`src/hw/rtl/srp_pkg.sv`:
```
// Shared constants, types and state codes for the shelf rectangle packer.
// Used by srp_ctrl, srp_dpath and shelf_rect_packer. No dependencies.
package srp_pkg;
    localparam int MAX_RECTS = 64;
    localparam int IDX_W = $clog2(MAX_RECTS);
    localparam int CNT_W = IDX_W + 1;
    localparam int SZ_W = 13;
    localparam logic [SZ_W-1:0] SIZE_CAP = 13'd4096;

    localparam logic [0:0] REG_MARGIN = 1'd0;
    localparam logic [0:0] REG_LIMIT = 1'd1;

    localparam logic [2:0] ST_LOAD = 3'd0;
    localparam logic [2:0] ST_SORT = 3'd1;
    localparam logic [2:0] ST_RD = 3'd2;
    localparam logic [2:0] ST_PLACE = 3'd3;
    localparam logic [2:0] ST_OUT = 3'd4;
    localparam logic [2:0] ST_CMP = 3'd5;

    // Controller commands to the datapath.
    typedef struct packed {
        logic load;     // store the request's rectangle
        logic init;     // clear run state, reset sort and place counters
        logic sort_rd;  // read the two neighbors for the next comparison
        logic sort_stp; // one comparison step of the insertion sort
        logic rd;       // fetch the next rectangle in sorted order
        logic place;    // place the fetched rectangle
        logic rpt;      // restart the report index at entry zero
        logic emit;     // present one result
    } t_cmd;

    typedef struct packed {
        logic full;
        logic sort_done;
        logic place_done;
        logic out_done;
    } t_stat;

    function automatic logic [SZ_W-1:0] clamp_size(input logic [SZ_W-1:0] v);
        logic [SZ_W-1:0] r;
        r = v;
        if (v == '0) r = SZ_W'(1);
        else if (v > SIZE_CAP) r = SIZE_CAP;
        return r;
    endfunction
endpackage

```
`src/hw/rtl/srp_ctrl.sv`:
```
// Sequencer for the shelf rectangle packer: load, sort, place, report.
// Depends on srp_pkg.
module srp_ctrl (
    input  logic            i_clk,
    input  logic            i_rst_n,
    input  logic            start,
    input  logic            i_last_rect,
    input  srp_pkg::t_stat  i_stat,
    output srp_pkg::t_cmd   o_cmd,
    output logic            busy
);
    logic [2:0] r_state, n_state;

    always_ff @(posedge i_clk) begin
        if (!i_rst_n) r_state <= srp_pkg::ST_LOAD;
        else r_state <= n_state;
    end

    always_comb begin
        n_state = r_state;
        o_cmd = '0;
        case (r_state)
            srp_pkg::ST_LOAD: begin
                if (start) begin
                    o_cmd.load = !i_stat.full;
                    if (i_last_rect) begin
                        o_cmd.init = 1'b1;
                        n_state = srp_pkg::ST_SORT;
                    end
                end
            end
            srp_pkg::ST_SORT: begin
                if (i_stat.sort_done) n_state = srp_pkg::ST_RD;
                else begin
                    o_cmd.sort_rd = 1'b1;
                    n_state = srp_pkg::ST_CMP;
                end
            end
            srp_pkg::ST_CMP: begin
                o_cmd.sort_stp = 1'b1;
                n_state = srp_pkg::ST_SORT;
            end
            srp_pkg::ST_RD: begin
                if (i_stat.place_done) begin
                    o_cmd.rpt = 1'b1;
                    n_state = srp_pkg::ST_OUT;
                end else begin
                    o_cmd.rd = 1'b1;
                    n_state = srp_pkg::ST_PLACE;
                end
            end
            srp_pkg::ST_PLACE: begin
                o_cmd.place = 1'b1;
                n_state = srp_pkg::ST_RD;
            end
            srp_pkg::ST_OUT: begin
                o_cmd.emit = 1'b1;
                if (i_stat.out_done) n_state = srp_pkg::ST_LOAD;
            end
            default: n_state = srp_pkg::ST_LOAD;
        endcase
    end

    assign busy = (r_state != srp_pkg::ST_LOAD);
endmodule

```
`config.mk`:
```
export PLATFORM = sky130hd
export DESIGN_NAME = srp_ctrl
export DESIGN_NICKNAME = d
export VERILOG_FILES = /design/src/hw/rtl/srp_pkg.sv /design/src/hw/rtl/srp_ctrl.sv
export SDC_FILE = /design/constraint.sdc
export NUM_CORES = 1
export LEC_CHECK = 0
export BUFFER_PORTS_ARGS = -buffer_cell sky130_fd_sc_hd__buf_2
export CORE_AREA = 8 8 45 47
export CTS_CLUSTER_DIAMETER = 150
export DETAILED_ROUTE_END_ITERATION = 10
export DIE_AREA = 0 0 53 55
export PLACE_DENSITY_LB_ADDON = 0.2
export SLEW_MARGIN = 20
export SYNTH_ARGS = -nofsm -noshare
export SYNTH_HDL_FRONTEND = slang
export SYNTH_SLANG_ARGS = --single-unit
```
`constraint.sdc`:
```
create_clock -name i_clk -period 1.2 [get_ports i_clk]
set_clock_uncertainty 0.05 [all_clocks]
set_input_delay 0.06 -clock i_clk [delete_from_list [all_inputs] [get_ports i_clk]]
set_output_delay 0.06 -clock i_clk [all_outputs]
set_load 0.01 [all_outputs]
```
Yosys cells after proc, flatten, opt, wreduce, memory -nomap -nowiden
Cells that the tools add are included.
- mux-type cells: 18
- reduce and logical (&&, ||, !) cells: 4
- equal/unequal tests: 8
- operators by type and width (kind ; number):
    case mux 3 bit (6 select lines) ; 1
    2-to-1 mux 3 bit ; 5
    2-to-1 mux 1 bit ; 10
    equality test 3 x 2 -> 1 bit (second input constant) ; 2
    equality test 3 bit (second input constant) ; 2
    != test 2 bit (second input constant) ; 3
    2-to-1 mux 2 bit ; 2
    equality test 3 x 1 -> 1 bit (second input constant) ; 1
    logical NOT 3 bit ; 1
    AND reduction 3 bit ; 1
    nonzero test 3 bit ; 1
    logical NOT 1 bit ; 1
- logic and storage cells: 31
- input bits: 8
- bits in registers: 3
- output and inout port bits: 9

Logic depth before layout (Yosys ltp)
- depth in word-level cells: 3
- depth in mapped cells: 4
- depth with buffers taken out: 3

Least setup slack after synthesis
OpenSTA, ideal clock, no wires.
- kind: register -> output
- start point: register r_state[0]
- end point: output port o_cmd[7] in the netlist's numbering
- cell stages (with the launch flop): 4
- required time: 1090 ps
- path slack: 53 ps
- arrival: 1037 ps
- buffers on the path: 1
- cell sequence: dfxtp_1 buf_6 or3_4 nor3b_2
- RTL lines (item ; line ; text):
    from (decl) ; srp_ctrl.sv:12 ; logic [2:0] r_state, n_state;
    from (signal assigned) ; srp_ctrl.sv:15 ; if (!i_rst_n) r_state <= srp_pkg::ST_LOAD;
    from (signal assigned) ; srp_ctrl.sv:16 ; else r_state <= n_state;
    to (decl) ; srp_ctrl.sv:9 ; output srp_pkg::t_cmd o_cmd,

==> metrics.yaml <==
design_area_um2: 475
remaining_drc_errors: 0
crit_buf_inv: 1
synth.largest_area_cell: "dfxtp_1"
first_global_vias: 318
final_cells: 68
cts.sinks: 3
vias: 297
yosys_most_used_dff: "dfxtp_1"
p_leak_nw: 0.216
max_freq_ghz: 0.741
grt_overflow_total: 0
hold_class: "primary input to flip-flop"
slew_violations: 0
wl_met2_um: 388
grt_max_degree: 9
wl_per_cell_um: 12.5
status: "finished with violations"
ant_nets: 0
cts_tree: "yes"
seq_area_um2: 68.8
cts_buffers: 3
synth_commonest_cells: "dfxtp_1, nand2b_1, nor2_1"
place_inst: 60
wl_met1_um: 332
syn_inst: 27
hpwl_um: 578
core_mm2: 0.00138
crit_chain: "or3_4, nor3b_2, buf_2"
clkLatencyLatePin_ns: 0.23
peakVddDrop_mv: 0.437
viasPerCell: 4.37
r2r_slack_ns: 0.04
multi_input_area_um2: 208
fillers: 159
cp-start-kind: "flip-flop"
ios: 17
cts_max_level: 1
required_ns: 1.09
synth_edf_count: 0
cts_hold_buf: 0
clockRootBuffer: "clkbuf_4"
critPathMaxStageDelay_ns: 0.39
slowest_stage: "or3_4"
syn_avg_cell_area_um2: 8.62
synth_nets: 35
ys_ff_latch: 3
die_area_mm2: 0.00292
wl_met3_um: 111
die_y_um: 55
largestRegisters: "r_state: 3 flops"
yosys.area.top_type_share_pct: 25.8
cts.clk_slew.worst_paths_ns: 0.04
clk_path_buf_depth: 2
die_w_um: 53
synthesis.area_um2: 233
wirelength_um: 852
end_kind: "primary output"
synthArstFlopShare_pct: 0
synth.area.top_cells: "dfxtp_1, nor3b_2, nand2b_1, buf_6, nor2_1"
relSlewSlack_pct: 88.9
violations: "setup timing"
antenna_cells: 0
drive_gt1_share_pct: 76.9
arrival_ns: 1.24
yosys.cell_types.count: 20
fin_ws_ns: -0.149
worst_pin_slew_ns: 0.165
initial_core_util_pct: 16.8
gp_congestion: 0.671
setup-violations-final: 7
final-hold-violation-count: 0
worstSetupPathType: "flip-flop to primary output"
grt_use_total_pct: 6.33
cp_max_fo: 3
dr.pass1.iters: 2
largest_register: "r_state"
rows: 14
min_period_ns: 1.35
ys_seq_area_share_pct: 25.8
final.period_utilization_pct: 112
nets: 61
finalSetupTns_ns: -0.382
placed_area_um2: 337
top_layer_used: "met4"
rsz0062_at_grt: "true"
grt_pass1_wl_mm: 1.37
yosysWarnings: 0
antenna_found_initial: 0
area_delta_synth_final_pct: 104
path_delay_family: "simple AND/OR/NAND/NOR gates"
drtIter0Drc: 4
largest_reg_flops: 3
port_buffers: 16
place_ws_ns: 0.0195
cap_violations: 0
powerDensity_mw_per_mm2: 1000
power_uw: 477
==> cell families after synthesis <==
kind of cell / Yosys count / share of synthesized area (%)
flops: 3 / 25.8
buf+inv: 2 / 6.45
simple gates: 15 / 45.2
compound gates: 7 / 22.6
==> repair_timing <==
item                       in CTS  in global routing
cloned                          0                  0
buffers inserted                4                  0
pin swaps                       4                  1
setup endpoints to repair       8                 12
gates resized for setup        16                  4
hold endpoints to repair        0                  0
==> worst paths after layout <==
path	start	endpoint	depth (start not counted)
worst min-delay path	i_rst_n	r_state[2]	2
worst max register to register	r_state[0]	r_state[1]	4
worst max-delay path	r_state[0]	o_cmd[7]	3
worst min register to register	r_state[2]	r_state[0]	2
==> per-layer routing <==
layer	track usage, %	up-vias
met5	0	-
met4	6.03	0
met3	3.48	2
met2	8.20	15
met1	7.11	129
li1	-	151
==> power by group <==
group | leakage [nW] | switching [mW] | internal, mW
registers | 0.0264 | 0.00892 | 0.110
logic | 0.174 | 0.0855 | 0.0948
clock network | 0.0150 | 0.0530 | 0.125
total | 0.216 | 0.147 | 0.329
==> layout by cell type (no fill, tap or decap) <==
master / Yosys / final
buf_2: 0 / 14
buf_6: 1 / 5
nand2b_4: 0 / 3
clkbuf_4: 0 / 3
buf_4: 0 / 3
nor3b_2: 2 / 2
dfxtp_4: 0 / 2
or3_4: 1 / 1
nand2_1: 1 / 1
nor2_1: 3 / 1
nor3_2: 1 / 1
nor2_4: 0 / 1
nor3_4: 0 / 1
inv_1: 1 / 1
and3_4: 0 / 1
nor2_2: 0 / 1
nor2b_2: 0 / 1
o31a_1: 1 / 1
o21a_1: 1 / 1
a31oi_1: 1 / 1
a21oi_1: 1 / 1
o21ai_0: 1 / 1
o2111a_1: 1 / 1
a22o_1: 1 / 1
and3_1: 1 / 1
clkbuf_1: 0 / 1
dfxtp_2: 0 / 1
==> per-stage QoR <==
stage | hold WS [ns] | utilization, %
finish | 0.0205 | 34.4
CTS | 0.0198 | 33.5
floorplan | 0.103 | -
detailed placement | 0.265 | 24.3
global route | 0.0189 | 34.4
global placement | 0.271 | 24.3
==> final cells by class <==
| class | instances | area share [%] |
|---|---|---|
| Clock buffer | 4 | 5.53 |
| Inverter | 1 | 0.789 |
| Multi-Input combinational cell | 22 | 43.7 |
| Sequential cell | 3 | 14.5 |
| Tap cell | 16 | 4.21 |
| Timing Repair Buffer | 22 | 31.3 |
No activity file was read; power rests on OpenSTA's default activity.
